--- config.mk ---
export PLATFORM = sky130hd
export DESIGN_NAME = serial_loaded_bank_mapper_top_flat
export DESIGN_NICKNAME = d
export VERILOG_FILES = /design/src/sv/sbm_pkg.sv /design/src/sv/sbm_if.sv /design/src/sv/serial_loaded_bank_mapper_top.sv /design/src/sv/sbm_state.sv /design/src/sv/sbm_xlate.sv /design/src/flat_wrapper.sv
export SDC_FILE = /design/constraint.sdc
export NUM_CORES = 1
export LEC_CHECK = 0
export BUFFER_PORTS_ARGS = -buffer_cell sky130_fd_sc_hd__buf_2
export CORE_MARGIN = 2
export CORE_UTILIZATION = 45
export DETAILED_ROUTE_END_ITERATION = 10
export PLACE_DENSITY_LB_ADDON = 0.3
export SLEW_MARGIN = 0
export SYNTH_ARGS = -nofsm -noshare
export SYNTH_HDL_FRONTEND = slang
export SYNTH_SLANG_ARGS = --single-unit
export TNS_END_PERCENT = 100
--- constraint.sdc ---
create_clock -name clk -period 3.2 [get_ports clk]
set_input_delay 0.48 -clock clk [delete_from_list [all_inputs] [get_ports clk]]
set_output_delay 0.48 -clock clk [all_outputs]
set_load 0.01 [all_outputs]
--- src/sv/sbm_pkg.sv ---
// shared types, codes and constants of the serial loaded bank mapper
package sbm_pkg;

	// request codes
	localparam logic [1:0] REQ_CPU_WRITE  = 2'd0;
	localparam logic [1:0] REQ_CPU_LOOKUP = 2'd1;
	localparam logic [1:0] REQ_PPU_LOOKUP = 2'd2;
	localparam logic [1:0] REQ_A12_LEVEL  = 2'd3;

	// configuration register indexes
	localparam logic [1:0] REG_PRG_SIZE  = 2'd0;
	localparam logic [1:0] REG_CHR_SIZE  = 2'd1;
	localparam logic [1:0] REG_RAM_BANKS = 2'd2;

	// internal register select from cpu address bits 14:13
	localparam logic [1:0] SEL_CONTROL  = 2'd0;
	localparam logic [1:0] SEL_CHR_LO   = 2'd1;
	localparam logic [1:0] SEL_CHR_HI   = 2'd2;
	localparam logic [1:0] SEL_PRG_BANK = 2'd3;

	// prg banking modes
	localparam logic [1:0] PRG_MODE_32K_A    = 2'd0;
	localparam logic [1:0] PRG_MODE_32K_B    = 2'd1;
	localparam logic [1:0] PRG_MODE_FIX_LO   = 2'd2;
	localparam logic [1:0] PRG_MODE_FIX_HI   = 2'd3;

	localparam logic [2:0] SHIFT_LEN     = 3'd5;
	localparam logic [2:0] SHIFT_LAST    = 3'd4;
	localparam int         OFFSET_W      = 19;
	localparam logic [4:0] PRG_LOG2_MIN  = 5'd15;
	localparam logic [4:0] PRG_LOG2_MAX  = 5'd19;
	localparam logic [4:0] CHR_LOG2_MIN  = 5'd13;
	localparam logic [4:0] CHR_LOG2_MAX  = 5'd17;

	typedef struct packed {
		logic [1:0]  req_type;
		logic [15:0] address;
		logic [7:0]  value;
		logic        a12_level;
	} req_t;

	typedef struct packed {
		logic                mapped;
		logic                is_ram;
		logic [OFFSET_W-1:0] offset;
		logic [1:0]          ram_bank;
		logic [1:0]          mirror_mode;
	} rsp_t;

	typedef struct packed {
		logic [4:0] prg_size_log2;
		logic [4:0] chr_size_log2;
		logic [2:0] ram_bank_count;
	} cfg_t;

	typedef struct packed {
		logic [4:0] shift_bits;
		logic [2:0] shift_count;
		logic       chr_mode;
		logic [1:0] prg_mode;
		logic [1:0] mirroring;
		logic [4:0] chr_bank_lo;
		logic [4:0] chr_bank_hi;
		logic [3:0] prg_bank;
		logic       prg_ram_on;
		logic       a12_now;
	} map_state_t;

endpackage

--- src/sv/sbm_if.sv ---
// request and response channel interfaces of the bank mapper

interface sbm_req_if;
	logic        valid;
	logic        ready;
	logic [1:0]  req_type;
	logic [15:0] address;
	logic [7:0]  value;
	logic        a12_level;

	modport source (output valid, output req_type, output address, output value,
		output a12_level, input ready);
	modport sink (input valid, input req_type, input address, input value,
		input a12_level, output ready);
endinterface

interface sbm_rsp_if;
	logic        valid;
	logic        ready;
	logic        mapped;
	logic        is_ram;
	logic [18:0] offset;
	logic [1:0]  ram_bank;
	logic [1:0]  mirror_mode;

	modport source (output valid, output mapped, output is_ram, output offset,
		output ram_bank, output mirror_mode, input ready);
	modport sink (input valid, input mapped, input is_ram, input offset,
		input ram_bank, input mirror_mode, output ready);
endinterface

--- src/sv/serial_loaded_bank_mapper_top.sv ---
// top level of the serial loaded bank mapper: channels, config port, stages
//
//  channel | direction | handshake     | word
//  --------+-----------+---------------+--------------------------------------------
//  req     | in        | valid/ready   | req_type, address, value, a12_level
//  rsp     | out       | valid/ready   | mapped, is_ram, offset, ram_bank, mirror_mode
//  apb     | in        | psel/penable  | prdata/pwdata, 4-bit paddr, pready tied high
//
// one word in, one word out: an input register, then the
// state update and translation logic into the result register
// sustained rate is one word per cycle; the result register and the input
// register stall together only when rsp is held off and both are full
// reset (arst_n low) clears the channel valids, the mapper state and the config
// registers to their defaults; no clearing pass is needed
module serial_loaded_bank_mapper_top (
	input  logic        clk,
	input  logic        arst_n,
	sbm_req_if.sink     req,
	sbm_rsp_if.source   rsp,
	input  logic        psel,
	input  logic        penable,
	input  logic        pwrite,
	input  logic [3:0]  paddr,
	input  logic [31:0] pwdata,
	output logic [31:0] prdata,
	output logic        pready
);

	sbm_pkg::cfg_t       cfg_q;
	sbm_pkg::req_t       item_s1;
	logic                valid_s1;
	sbm_pkg::rsp_t       rsp_q;
	logic                rsp_valid_q;
	sbm_pkg::rsp_t       rsp_d;
	sbm_pkg::map_state_t st_cur;
	sbm_pkg::map_state_t st_nxt;
	logic                advance;
	logic                take;
	logic                cfg_wr;

	// ---------------- configuration port ----------------
	assign pready = 1'b1;
	assign cfg_wr = psel & penable & pwrite & pready;

	always_ff @(posedge clk or negedge arst_n) begin
		if (!arst_n) begin
			cfg_q.prg_size_log2  <= 5'd18;
			cfg_q.chr_size_log2  <= 5'd17;
			cfg_q.ram_bank_count <= 3'd1;
		end else if (cfg_wr) begin
			case (paddr[3:2])
				sbm_pkg::REG_PRG_SIZE:  cfg_q.prg_size_log2  <= pwdata[4:0];
				sbm_pkg::REG_CHR_SIZE:  cfg_q.chr_size_log2  <= pwdata[4:0];
				sbm_pkg::REG_RAM_BANKS: cfg_q.ram_bank_count <= pwdata[2:0];
				default: begin
				end
			endcase
		end
	end

	always_comb begin
		case (paddr[3:2])
			sbm_pkg::REG_PRG_SIZE:  prdata = {27'd0, cfg_q.prg_size_log2};
			sbm_pkg::REG_CHR_SIZE:  prdata = {27'd0, cfg_q.chr_size_log2};
			sbm_pkg::REG_RAM_BANKS: prdata = {29'd0, cfg_q.ram_bank_count};
			default:                prdata = '0;
		endcase
	end

	// ---------------- input register ----------------
	// the stage moves on whenever the result register is empty or being drained
	assign advance   = valid_s1 & (~rsp_valid_q | rsp.ready);
	assign req.ready = ~valid_s1 | advance;
	assign take      = req.valid & req.ready;

	always_ff @(posedge clk or negedge arst_n) begin
		if (!arst_n) begin
			valid_s1 <= 1'b0;
		end else begin
			valid_s1 <= take | (valid_s1 & ~advance);
		end
	end

	always_ff @(posedge clk) begin
		if (take) begin
			item_s1.req_type  <= req.req_type;
			item_s1.address   <= req.address;
			item_s1.value     <= req.value;
			item_s1.a12_level <= req.a12_level;
		end
	end

	// ---------------- mapper state and translation ----------------
	// state is committed on the same edge that loads the result register
	sbm_state u_state (
		.clk     (clk),
		.arst_n  (arst_n),
		.advance (advance),
		.item    (item_s1),
		.state_q (st_cur),
		.state_d (st_nxt)
	);

	sbm_xlate u_xlate (
		.cfg    (cfg_q),
		.st_cur (st_cur),
		.st_nxt (st_nxt),
		.item   (item_s1),
		.rsp    (rsp_d)
	);

	// ---------------- result register ----------------
	always_ff @(posedge clk or negedge arst_n) begin
		if (!arst_n) begin
			rsp_valid_q <= 1'b0;
		end else begin
			rsp_valid_q <= advance | (rsp_valid_q & ~rsp.ready);
		end
	end

	always_ff @(posedge clk) begin
		if (advance) begin
			rsp_q <= rsp_d;
		end
	end

	assign rsp.valid       = rsp_valid_q;
	assign rsp.mapped      = rsp_q.mapped;
	assign rsp.is_ram      = rsp_q.is_ram;
	assign rsp.offset      = rsp_q.offset;
	assign rsp.ram_bank    = rsp_q.ram_bank;
	assign rsp.mirror_mode = rsp_q.mirror_mode;

endmodule

--- src/sv/sbm_state.sv ---
// mapper state registers: serial shift loader, bank registers and a12 level
module sbm_state (
	input  logic                clk,
	input  logic                arst_n,
	input  logic                advance,
	input  sbm_pkg::req_t       item,
	output sbm_pkg::map_state_t state_q,
	output sbm_pkg::map_state_t state_d
);

	logic [2:0] cnt;
	logic [4:0] bits;
	logic [2:0] cnt_inc;

	always_comb begin
		state_d = state_q;
		cnt     = (state_q.shift_count > sbm_pkg::SHIFT_LAST) ? 3'd0 : state_q.shift_count;
		bits    = state_q.shift_bits | (5'(item.value[0]) << cnt);
		cnt_inc = cnt + 3'd1;
		case (item.req_type)
			sbm_pkg::REQ_CPU_WRITE: begin
				if (item.address[15]) begin
					if (item.value[7]) begin
						// reset write
						state_d.shift_bits  = '0;
						state_d.shift_count = '0;
						state_d.prg_mode    = sbm_pkg::PRG_MODE_FIX_HI;
					end else if (cnt_inc == sbm_pkg::SHIFT_LEN) begin
						state_d.shift_bits  = '0;
						state_d.shift_count = '0;
						case (item.address[14:13])
							sbm_pkg::SEL_CONTROL: begin
								state_d.chr_mode  = bits[4];
								state_d.prg_mode  = bits[3:2];
								state_d.mirroring = bits[1:0];
							end
							sbm_pkg::SEL_CHR_LO: begin
								state_d.chr_bank_lo = bits;
							end
							sbm_pkg::SEL_CHR_HI: begin
								state_d.chr_bank_hi = bits;
							end
							default: begin
								state_d.prg_ram_on = ~bits[4];
								state_d.prg_bank   = bits[3:0];
							end
						endcase
					end else begin
						state_d.shift_bits  = bits;
						state_d.shift_count = cnt_inc;
					end
				end
			end
			sbm_pkg::REQ_A12_LEVEL: begin
				state_d.a12_now = item.a12_level;
			end
			default: begin
			end
		endcase
	end

	always_ff @(posedge clk or negedge arst_n) begin
		if (!arst_n) begin
			state_q.shift_bits  <= '0;
			state_q.shift_count <= '0;
			state_q.chr_mode    <= 1'b0;
			state_q.prg_mode    <= sbm_pkg::PRG_MODE_FIX_HI;
			state_q.mirroring   <= 2'd3;
			state_q.chr_bank_lo <= '0;
			state_q.chr_bank_hi <= '0;
			state_q.prg_bank    <= '0;
			state_q.prg_ram_on  <= 1'b0;
			state_q.a12_now     <= 1'b0;
		end else if (advance) begin
			state_q <= state_d;
		end
	end

endmodule

--- src/sv/sbm_xlate.sv ---
// address translation of one lookup against the mapper state
module sbm_xlate (
	input  sbm_pkg::cfg_t       cfg,
	input  sbm_pkg::map_state_t st_cur,
	input  sbm_pkg::map_state_t st_nxt,
	input  sbm_pkg::req_t       item,
	output sbm_pkg::rsp_t       rsp
);

	localparam int OW = sbm_pkg::OFFSET_W;

	logic [4:0]    prg_l;
	logic [4:0]    chr_l;
	logic [OW-1:0] prg_mask;
	logic [OW-1:0] chr_mask;
	logic [4:0]    sel_chr;
	logic [4:0]    nxt_chr;
	logic [OW-1:0] plane;
	logic [OW-1:0] bank;
	logic [OW-1:0] last;
	logic [OW-1:0] prg_off;
	logic [OW-1:0] chr_off;
	logic [4:0]    chr_b;
	logic [13:0]   ppu_a;

	always_comb begin
		prg_l = cfg.prg_size_log2;
		if (prg_l < sbm_pkg::PRG_LOG2_MIN) prg_l = sbm_pkg::PRG_LOG2_MIN;
		if (prg_l > sbm_pkg::PRG_LOG2_MAX) prg_l = sbm_pkg::PRG_LOG2_MAX;
		chr_l = cfg.chr_size_log2;
		if (chr_l < sbm_pkg::CHR_LOG2_MIN) chr_l = sbm_pkg::CHR_LOG2_MIN;
		if (chr_l > sbm_pkg::CHR_LOG2_MAX) chr_l = sbm_pkg::CHR_LOG2_MAX;
		prg_mask = OW'((20'd1 << prg_l) - 20'd1);
		chr_mask = OW'((20'd1 << chr_l) - 20'd1);
	end

	// prg side
	always_comb begin
		sel_chr = st_cur.a12_now ? st_cur.chr_bank_hi : st_cur.chr_bank_lo;
		plane   = (prg_l == sbm_pkg::PRG_LOG2_MAX) ? {sel_chr[4], 18'd0} : '0;
		bank    = {1'b0, st_cur.prg_bank, 14'd0} & prg_mask;
		// fixed bank: last 16k of the 256k plane, or of a smaller rom
		case (prg_l)
			5'd15:   last = 19'h04000;
			5'd16:   last = 19'h0C000;
			5'd17:   last = 19'h1C000;
			default: last = 19'h3C000;
		endcase
		case (st_cur.prg_mode)
			sbm_pkg::PRG_MODE_32K_A, sbm_pkg::PRG_MODE_32K_B: begin
				prg_off = plane | (bank & 19'h78000) | {4'd0, item.address[14:0]};
			end
			sbm_pkg::PRG_MODE_FIX_LO: begin
				prg_off = plane | (item.address[14] ? bank : '0)
					| {5'd0, item.address[13:0]};
			end
			default: begin
				prg_off = plane | (item.address[14] ? last : bank)
					| {5'd0, item.address[13:0]};
			end
		endcase
	end

	// chr side
	always_comb begin
		ppu_a = item.address[13:0];
		if (!st_cur.chr_mode) begin
			chr_b   = st_cur.chr_bank_lo;
			chr_off = ({2'd0, chr_b, 12'd0} & 19'h1E000 & chr_mask)
				| {6'd0, ppu_a[12:0]};
		end else begin
			chr_b   = ppu_a[12] ? st_cur.chr_bank_hi : st_cur.chr_bank_lo;
			chr_off = ({2'd0, chr_b, 12'd0} & chr_mask) | {7'd0, ppu_a[11:0]};
		end
	end

	always_comb begin
		rsp.mapped = 1'b0;
		rsp.is_ram = 1'b0;
		rsp.offset = '0;
		case (item.req_type)
			sbm_pkg::REQ_CPU_LOOKUP: begin
				if (item.address[15]) begin
					rsp.mapped = 1'b1;
					rsp.offset = prg_off;
				end else if (item.address[14:13] == 2'b11) begin
					if (st_cur.prg_ram_on && (cfg.ram_bank_count != 3'd0)) begin
						rsp.mapped = 1'b1;
						rsp.is_ram = 1'b1;
						rsp.offset = {6'd0, item.address[12:0]};
					end
				end
			end
			sbm_pkg::REQ_PPU_LOOKUP: begin
				if (!ppu_a[13]) begin
					rsp.mapped = 1'b1;
					rsp.offset = chr_off;
				end
			end
			default: begin
			end
		endcase

		// reported from the state left behind by this word
		nxt_chr = st_nxt.a12_now ? st_nxt.chr_bank_hi : st_nxt.chr_bank_lo;
		if (cfg.ram_bank_count > 3'd2)       rsp.ram_bank = nxt_chr[3:2];
		else if (cfg.ram_bank_count == 3'd2) rsp.ram_bank = {1'b0, nxt_chr[1]};
		else                                 rsp.ram_bank = 2'd0;
		rsp.mirror_mode = st_nxt.mirroring;
	end

endmodule

--- src/flat_wrapper.sv ---
// flat-port wrapper written by rule: the top's interface ports become plain ports
module serial_loaded_bank_mapper_top_flat 
  (clk, arst_n, psel, penable, pwrite, paddr, pwdata, prdata, pready, req_valid, req_req_type, req_address, req_value, req_a12_level, req_ready, rsp_valid, rsp_mapped, rsp_is_ram, rsp_offset, rsp_ram_bank, rsp_mirror_mode, rsp_ready);
  sbm_req_if req_i ();
  sbm_rsp_if rsp_i ();
  input  logic clk;
  input  logic arst_n;
  input  logic psel;
  input  logic penable;
  input  logic pwrite;
  input  logic [3:0] paddr;
  input  logic [31:0] pwdata;
  output logic [31:0] prdata;
  output logic pready;
  input wire logic [$bits(req_i.valid)-1:0] req_valid;
  input wire logic [$bits(req_i.req_type)-1:0] req_req_type;
  input wire logic [$bits(req_i.address)-1:0] req_address;
  input wire logic [$bits(req_i.value)-1:0] req_value;
  input wire logic [$bits(req_i.a12_level)-1:0] req_a12_level;
  output wire logic [$bits(req_i.ready)-1:0] req_ready;
  output wire logic [$bits(rsp_i.valid)-1:0] rsp_valid;
  output wire logic [$bits(rsp_i.mapped)-1:0] rsp_mapped;
  output wire logic [$bits(rsp_i.is_ram)-1:0] rsp_is_ram;
  output wire logic [$bits(rsp_i.offset)-1:0] rsp_offset;
  output wire logic [$bits(rsp_i.ram_bank)-1:0] rsp_ram_bank;
  output wire logic [$bits(rsp_i.mirror_mode)-1:0] rsp_mirror_mode;
  input wire logic [$bits(rsp_i.ready)-1:0] rsp_ready;
  assign req_i.valid = req_valid;
  assign req_i.req_type = req_req_type;
  assign req_i.address = req_address;
  assign req_i.value = req_value;
  assign req_i.a12_level = req_a12_level;
  assign req_ready = req_i.ready;
  assign rsp_valid = rsp_i.valid;
  assign rsp_mapped = rsp_i.mapped;
  assign rsp_is_ram = rsp_i.is_ram;
  assign rsp_offset = rsp_i.offset;
  assign rsp_ram_bank = rsp_i.ram_bank;
  assign rsp_mirror_mode = rsp_i.mirror_mode;
  assign rsp_i.ready = rsp_ready;
  serial_loaded_bank_mapper_top u_core (.clk(clk), .arst_n(arst_n), .req(req_i), .rsp(rsp_i), .psel(psel), .penable(penable), .pwrite(pwrite), .paddr(paddr), .pwdata(pwdata), .prdata(prdata), .pready(pready));
endmodule
# == After elaboration in Yosys (flattened, before gate mapping) ==
# Index checks and enable logic that the tools add are counted.
# totals
reg_bits,96
word_cells,138
rom_bits,0
memories,0
input_bits,70
output_inout_bits,60
ram_bits,0
latchBits,0
# op_classes
n_eq_ne,16
bitwise,31
div_mod_pow,0
shift,3
order_cmp,6
n_mux,37
n_reduce_logical,18
add_sub_neg,3
mul,0
# ops
operator,n
19-bit 2-to-1 mux,6
19-bit case mux with 2 select lines,2
19-bit bitwise OR,3
18-bit case mux with 3 select lines,1
17-bit 2-to-1 mux,3
5-bit 2-to-1 mux,10
21-bit 2-to-1 mux,2
17-bit by 19-bit AND with 19-bit output,2
19-bit by 14-bit bitwise OR with 19-bit output,2
"1-bit by 5-bit left shift with 19-bit output, first input constant",2
"19-bit by 1-bit subtractor with 19-bit output, second input constant",2
20-bit 2-to-1 mux,1
18-bit by 19-bit AND with 19-bit output,1
19-bit by 12-bit bitwise OR with 19-bit output,1
19-bit by 13-bit bitwise OR with 19-bit output,1
19-bit by 15-bit bitwise OR with 19-bit output,1
8-bit 2-to-1 mux,2
"5-bit == test, second input constant",3
5-bit case mux with 3 select lines,1
"2-bit == test, second input constant",6
6-bit AND reduction,2
"5-bit greater-than comparator, second input constant",2
"5-bit by 4-bit less-than comparator with 1-bit output, second input constant",2
1-bit inverter,9
other kinds (25),47

# == Depth between registers and ports, before layout ==
# Gate-level depths: netlist (run 1).
# depth
depth_word,13
mapped_depth,11
ltp_nobuf,8

# == Hierarchy ==
# From an unflattened synthesis (run 1), not the netlist that was laid out.
# unflattened
cells_unflattened,409
hier_area_um2,4730.8
# by_module_without_submodules
mod,area_each_um2,seq_area_each_um2,cells_per_inst,n_inst
serial_loaded_bank_mapper_top,2508.7,1943.1,136,1
sbm_state,1672.9,730.7,197,1
sbm_xlate,549.3,0.0,76,1

# == Worst setup path after synthesis (run 1) ==
# No wires, ideal clock.
# synth_timing
path_type,register -> register
from,register u_core.u_state.state_q[21] in the netlist's numbering
to,register u_core.rsp_q (netlist bit u_core.rsp.mirror_mode[0]) (data pin)
n_path_buf,2
setup_ps,262
path_stages_with_launch,11
slack_ps,851
arrival_time_ps,2087
t_required_ps,2938
synth_period_minus_slack_ps,2349
path_cell_list,dfrtp_1 > buf_6 > nand2b_1 > inv_1 > ha_1 > buf_2 > or3b_1 > mux2i_4 > nand2_2 > nor2_1 > mux2_1
# synth_rtl
element,line,rtl
"start, declared",sbm_state.sv:7,"output sbm_pkg::map_state_t state_q,"
"start signal, assigned",sbm_state.sv:75,state_q <= state_d;
"end signal, assigned",serial_loaded_bank_mapper_top.sv:123,rsp_q <= rsp_d;
"end, declared",serial_loaded_bank_mapper_top.sv:32,sbm_pkg::rsp_t rsp_q;

# == Worst setup path after layout (run 1) ==
# layout_timing
from,register u_core.u_state.state_q[22] in the netlist's numbering
to,register u_core.u_state.state_q[1] in the netlist's numbering
# layout_via
elab_chain_len,5
elab_cells_between_ends,8
cone_classes,1 x add/sub; 1 x order compare; 1 x eq/ne; 1 x shift; 1 x mux; 2 x bitwise; 1 x reduce/logical
# layout_lines
element,line,rtl
3-bit greater-than comparator,sbm_state.sv:17,cnt = (state_q.shift_count > sbm_pkg::SHIFT_LAST) ? 3'd0 : state_q.shift_count;
3-bit 2-to-1 mux (*),sbm_state.sv:17,
3-bit by 1-bit adder with 3-bit output / 1-bit by 3-bit left shift with 5-bit output (equally long branches),"sbm_state.sv:19, sbm_state.sv:18",
3-bit == test / 5-bit bitwise OR (equally long branches),"sbm_state.sv:28, sbm_state.sv:18",
6-bit AND reduction (no line) / 1-bit inverter (equally long branches),--,
# Every way passes the cells marked *; elsewhere a longest branch is shown, timed or not.
# A chain may end at the register's enable or synchronous reset.

==> results of run 1 <==
[power by group]
group	internal (mW)	leakage (nW)	total, mW	switching [mW]
logic	0.182	0.995	0.431	0.250
registers	1.35	1.00	1.46	0.113
clock network	0.303	0.0958	0.737	0.434
total	1.83	2.09	2.63	0.797
[flip-flops by register name, summed over array words and instances, names as in the netlist, named ones only]
name and cells:
u_core.cfg_q 13, u_core.item_s1 21, u_core.rsp.is_ram 1, u_core.rsp.mapped 1
u_core.rsp.mirror_mode 2, u_core.rsp.offset 19, u_core.rsp.ram_bank 2, u_core.rsp.valid 1
u_core.u_state.state_q 27, u_core.valid_s1 1
[worst reg2reg max path, stage by stage, from the launching register on]
cell,delay (ns)
dfrtp_1,0.45
nor2b_1,0.36
ha_1,0.38
nand3_1,0.13
mux2i_2,0.40
and3_1,0.46
mux2_4,0.33
[layout make-up]
| type | count | share of cell area [%] |
|---|---|---|
| flip-flops and latches | 90 | 51.55 |
| multi-input cells | 247 | 33.47 |
| repair buffers | 67 | 6.984 |
| well taps | 129 | 3.337 |
| clock buffers | 9 | 2.561 |
| clock inverters | 7 | 1.397 |
| inverters | 9 | 0.6984 |
[through the flow]
stage                     total power [mW]  area, um^2  hold WS, ns  setup WS [ns]  util, %
after floorplan                      1.787        4418       0.1844         0.8506        -
after global placement               1.895        4646       0.4703         0.6937    50.04
after detailed placement             1.917        4646       0.4853         0.6024    50.04
after CTS                            2.655        4837       0.2634         0.5813    52.10
after global routing                 2.774        4837       0.2490         0.3833    52.10
final                                2.630        4837       0.2795         0.5828    52.10
[how the worst max path moves through the flow]
stage	startpoint	endpoint
final	u_core.u_state.state_q[22]$_DFFE_PN0P_	u_core.u_state.state_q[1]$_DFFE_PN0P_
after global placement	u_core.u_state.state_q[21]$_DFFE_PN0P_	u_core.rsp.mirror_mode[0]$_DFFE_PP_
after floorplan	u_core.u_state.state_q[21]$_DFFE_PN0P_	u_core.rsp.mirror_mode[0]$_DFFE_PP_
after detailed placement	u_core.u_state.state_q[22]$_DFFE_PN0P_	u_core.u_state.state_q[1]$_DFFE_PN0P_
after global routing	u_core.u_state.state_q[22]$_DFFE_PN0P_	u_core.u_state.state_q[1]$_DFFE_PN0P_
after CTS	u_core.u_state.state_q[22]$_DFFE_PN0P_	u_core.u_state.state_q[1]$_DFFE_PN0P_
[layout by cell type, fill, tap and decap left out, types with 3 or more instances in the layout]
cell / n
a21oi_1: 22
a31oi_1: 6
and2_1: 17
buf_2: 66
clkbuf_8: 9
conb_1: 28
dfrtp_1: 35
dfstp_2: 9
edfxtp_1: 46
ha_1: 6
inv_1: 9
inv_8: 3
mux2_1: 5
mux2_2: 14
mux2i_1: 14
nand2_1: 31
nand2b_1: 7
nand3_1: 5
nand3b_1: 4
nor2_1: 17
nor2b_1: 4
nor3_1: 6
nor3b_1: 4
nor4_1: 4
o21ai_0: 13
xor2_1: 3
[routing by layer]
layer  up-vias  wire, um
met5         -         0
met4         0        76
met3         8       386
met2        78      4141
met1      1373      3865
li1       1363         -
[logic make-up after synthesis]
| logic type | count (synthesis) |
|---|---|
| adder cells (fa/ha/maj) | 6 |
| AO/OA/AOI/OAI | 61 |
| XOR/XNOR | 3 |
| other | 2 |
| buffers and inverters | 46 |
| multiplexers | 37 |
| AND/OR/NAND/NOR | 112 |
| flip-flops | 90 |
==> summary.txt, run 1 <==
Outcome
  • Outcome: complete, no violations

Global route
  • Initial antenna violation count: 0
  • Top Usage Layer GRT: met2
  • Largest net degree at the start of global routing: 45
  • GR Layer Usage met2: 28.74%
  • Global routing usage on met1: 22.71%
  • GRT Overall Usage: 17.40%
  • Global-route wire length before repair: 13.68 mm
  • Met3 Resource Use GR: 5.062%
  • Total congestion overflow: 0
  • Vias in the first global route: between 2000 and 3000

Worst setup path
  • Delay-heaviest family, CP: simple AND/OR/NAND/NOR gates
  • CP bufs+invs: 0
  • Crit. End Element: flop
  • Critical path class: reg -> reg
  • Slowest stage delay, CP: 0.46 ns
  • Reg-to-Reg End: u_core.u_state.state_q[1]$_DFFE_PN0P_
  • Startpoint types: flop
  • CP max FO: 9
  • Data arrival, critical path: ~2.9 ns
  • Cell breakdown of the critical path: nor2b_1, ha_1, nand3_1, mux2i_2, and3_1, mux2_4
  • RR Startpoint: u_core.u_state.state_q[22]$_DFFE_PN0P_
  • Worst Path Required: 3.45 ns
  • Worst R2R Setup Slack: 0.58 ns
  • Crit path depth: 6
  • Worst path slowest cell: and3_1
  • Worst-case reg-to-reg path depth: 6

Timing
  • Final Hold Fails: 0
  • Relative slew slack: 31.82%
  • RSZ-0062 raised after global routing: no
  • Final period utilization: 81.79%
  • Setup total negative slack: 0 ns
  • Worst-margin pin slew: 1.023 ns
  • Skew final: 0.007247 ns
  • Endpoints failing setup: 0
  • Slew Limit Fails: 0
  • Minimum clock period: 2.617 ns
  • Max Clock Freq: about 0.38 GHz

Floorplan
  • Std-Cell Rows: 35
  • Die height: a little over 100 um
  • Die Wd: roughly 100 um
  • Top Ports: 130
  • Core ar.: 9284 um^2
  • Initial Utilization: 46.54%
  • Full die area: 10400 um^2

Yosys
  • Post-synthesis simple-gate area fraction: between 10% and 20%
  • Count leader, synth: edfxtp_1
  • Synth Area in Adders: 1.738%
  • Synth Area in Compound Gates: around 8.6%
  • Seq/Total Area, Yosys: 57.72%
  • FF+latch count, synth: 90
  • Async set or reset register ratio after synthesis: about half
  • Avg Inst Size Synth: 12.10 um^2
  • Post-Syn Area: roughly 4300 um^2
  • Synthesized instance count: ~360
  • Post-synth top area cell: edfxtp_1
  • Multiplexer share of the synthesized area: between 9 and 10%
  • Synth top cells by count: edfxtp_1, dfrtp_1, nand2_1
  • Dominant synthesized flop cell: edfxtp_1
  • XOR/XNOR share of the synthesized area: less than 1%
  • Area contributors post-synth: edfxtp_1, dfrtp_1, dfstp_2, buf_4, mux2_2
  • Post-synth EDFFs: 46
  • Yosys top cell area share: 31.97%
  • Yosys warning count: 0
  • Synth cell types: between 50 and 60
  • Main combinational cell family by area after synthesis: simple AND/OR/NAND/NOR gates

Final layout
  • Multi-input gate area: 1619 um^2
  • Area grow syn2layout: 11.96%
  • Fin cells: 558
  • N_diodes: 0
  • Nets: 500
  • Share of cells above drive strength 1: 27.27%
  • Filler cells: 853
  • Storage element area: 2494 um^2

Power
  • Cell Pwr Density: 543.6 nW/um^2
  • Static leakage: 2.093 nW
  • VDD IR max: 0.0002856 V

Detailed routing
  • Initial DRC count: 109
  • DRT antenna net count: 0
  • Routed vias: 2822
  • Total wire length: 8.469 mm
  • WL per Instance: ~15 um
  • Drt pass-1 iters: 4
  • DRC: 0
  • Vias/cell: around 5.1

Clocking
  • Num CTS Buffers: 9
  • CTS tree: built
  • # hold bufs at CTS: 0
  • Num Clock Sinks: 90
  • Reg clk slew, reported paths: 0.09 ns
  • Setup bufs post-CTS: 0
  • Clk Latency, worst-skew pair: about 0.36 ns
  • Post-CTS sizing: 0
  • # H-tree levels: 3
  • Longest Clk Path Bufs: 2
  • Clock root cell: clkbuf_8

Placed design
  • PortBufs: 66
  • GPL Wtd Cong: around 0.84
  • Detailed Place HPWL: 6.353 mm
  • Placed cells: 542

Job
  • Number of max-cap violations: 0

Min path
  • Min-delay worst type: in -> async
Note: power is estimated with default switching activity, not from simulation.
==> run 2: changes to the inputs <==
==> constraint.sdc (replaced) <==
create_clock -name clk -period 2.4 [get_ports clk]
set_input_delay 0.36 -clock clk [delete_from_list [all_inputs] [get_ports clk]]
set_output_delay 0.36 -clock clk [all_outputs]
set_load 0.01 [all_outputs]
==> run 2 against run 1 <==
Against the previous run:
- worst setup slack got worse by 0.46 ns
- via count increased by 1.6%
- sequential cell count unchanged
- core utilization increased by 1.3 points
- register-to-register slack got worse by 0.46 ns
- total power increased by 33%
- die area unchanged
- final cell count increased by 2.9%
- global-route usage decreased by 0.14 points
- first-iteration DRC count increased by 1.8%
- clock-buffer cell count increased by 1
- cell area increased by 2.6%
- critical endpoint is now u_core.rsp.mirror_mode[0]$_DFFE_PP_
==> summary.txt, run 2 (synthesis results as in run 1) <==
Worst setup path
  • Worst-case reg-to-reg path depth: 8
  • CP max FO: 5
  • Crit. End Element: flop
  • Worst Path Required: 2.52 ns
  • Data arrival, critical path: 2.39 ns
  • Critical path class: reg -> reg
  • Startpoint types: flop

Final layout
  • Fin cells: 574
  • Core Util, Final: roughly 53%
  • Commonest non-fill, non-tap cell in the layout: buf_2
  • Nets: 516
  • Area grow syn2layout: 14.86%
  • Share of cells above drive strength 1: 30.56%
  • Max reg flops: 27
  • Largest Register: u_core.u_state.state_q
  • Most frequent cells in the layout: buf_2, edfxtp_1, dfrtp_1
  • Filler cells: 837
  • Cell area after layout: 4962 um^2
  • N_diodes: 0

Timing
  • Relative slew slack: 50.45%
  • Hold slack: 0.03695 ns
  • Endpoints failing setup: 0
  • Skew final: around 0.0087 ns
  • Slew Limit Fails: 0
  • RSZ-0062 raised after global routing: no
  • Final period utilization: 94.81%
  • Final Hold Fails: 0
  • Max Clock Freq: 0.4395 GHz
  • Final worst setup slack: 0.1246 ns
  • Minimum clock period: 2.275 ns
  • Setup total negative slack: 0 ns
  • Worst-margin pin slew: 0.7376 ns

Placed design
  • DP Worst Slack: 0.006387 ns
  • GPL Wtd Cong: ~0.83
  • PortBufs: 66
  • Placed cells: 556
  • Cell Area, Placed: roughly 4800 um^2
  • Detailed Place HPWL: 6.618 mm

Power
  • Static leakage: 2.166 nW
  • Cell Pwr Density: 706.0 nW/um^2
  • Total Power: 3.504 mW
  • VDD IR max: 0.0003633 V

Global route
  • GR Layer Usage met2: between 20 and 30%
  • Met3 Resource Use GR: 3.694%
  • Vias in the first global route: 2801
  • Global-route wire length before repair: 13.56 mm
  • Global routing usage on met1: 22.18%
  • Initial antenna violation count: 0
  • Total congestion overflow: 0
  • Top Usage Layer GRT: met2
  • Largest net degree at the start of global routing: 30
  • GRT Overall Usage: 17.25%

Detailed routing
  • Initial DRC count: 111
  • DRC: 0
  • DRT antenna net count: 0
  • Total wire length: 8.592 mm
  • Routed vias: 2867
  • Drt pass-1 iters: 4
  • Vias/cell: between 4 and 5
  • WL per Instance: 14.97 um

Clocking
  • Clock root cell: clkbuf_8
  • Num Clock Sinks: 90
  • Reg clk slew, reported paths: 0.09 ns
  • Longest Clk Path Bufs: 2
  • Num CTS Buffers: 9
  • # H-tree levels: 3
  • CTS tree: built
  • Clk Latency, worst-skew pair: 0.36 ns

Min path
  • Min-delay worst type: in -> async

Job
  • Number of max-cap violations: 0

Floorplan
  • Initial Utilization: 46.54%
  • Std-Cell Rows: 35
  • Full die area: around 10000 um^2
  • Core ar.: 9284 um^2
  • Top Ports: 130
  • Die Wd: a little over 100 um
  • Die height: approximately 100 um

Outcome
  • Outcome: complete, no violations
==> run 2: timing repair <==
action	CTS	global route
hold buffers	0	0
resized for setup	2	3
setup endpoints to repair	1	13
buffers inserted	0	2
==> run 2: path summary, 6_finish.rpt <==
kind	from	endpoint	slack, ns
hold / removal	arst_n	u_core.u_state.state_q[3]$_DFFE_PN0P_	0.04
hold reg to reg	u_core.u_state.state_q[28]$_DFFE_PN0P_	u_core.u_state.state_q[28]$_DFFE_PN0P_	0.49
min in group clk	req_address[4]	u_core.item_s1[13]$_DFFE_PP_	0.17
setup / recovery	u_core.u_state.state_q[23]$_DFFE_PN0P_	u_core.rsp.mirror_mode[0]$_DFFE_PP_	0.12
max in group asynchronous	arst_n	u_core.u_state.state_q[16]$_DFFE_PN1P_	1.70
setup reg to reg	u_core.u_state.state_q[23]$_DFFE_PN0P_	u_core.rsp.mirror_mode[0]$_DFFE_PP_	0.12
==> run 2: power by group <==
part	internal, mW	switching, mW
logic	0.285	0.366
registers	1.80	0.127
clock network	0.391	0.539
==> run 2: worst max-delay path: stages, from the launching register on <==
cell and delay, ns:
dfrtp_1 0.38, nand2b_1 0.14, inv_1 0.06, ha_2 0.22, or3b_1 0.39, mux2i_4 0.23, nand2_2 0.13, nor2_2 0.14
mux2_1 0.33
==> run 2: layer usage <==
| layer | share of wire (%) | vias up |
|---|---|---|
| li1 | - | 1393 |
| met1 | 45 | 1382 |
| met2 | 50 | 79 |
| met3 | 3.8 | 13 |
| met4 | 1.5 | 0 |
| met5 | 0 | - |
==> run 2: layout make-up <==
cell class / count / area, um^2 / area share, %
sequential: 90 / 2494 / 50.25
multi-input combinational: 247 / 1638 / 33.01
timing repair buffer: 83 / 457.9 / 9.228
tap: 129 / 161.4 / 3.253
clock buffer: 10 / 127.6 / 2.572
clock inverter: 6 / 50.05 / 1.009
inverter: 9 / 33.78 / 0.6808
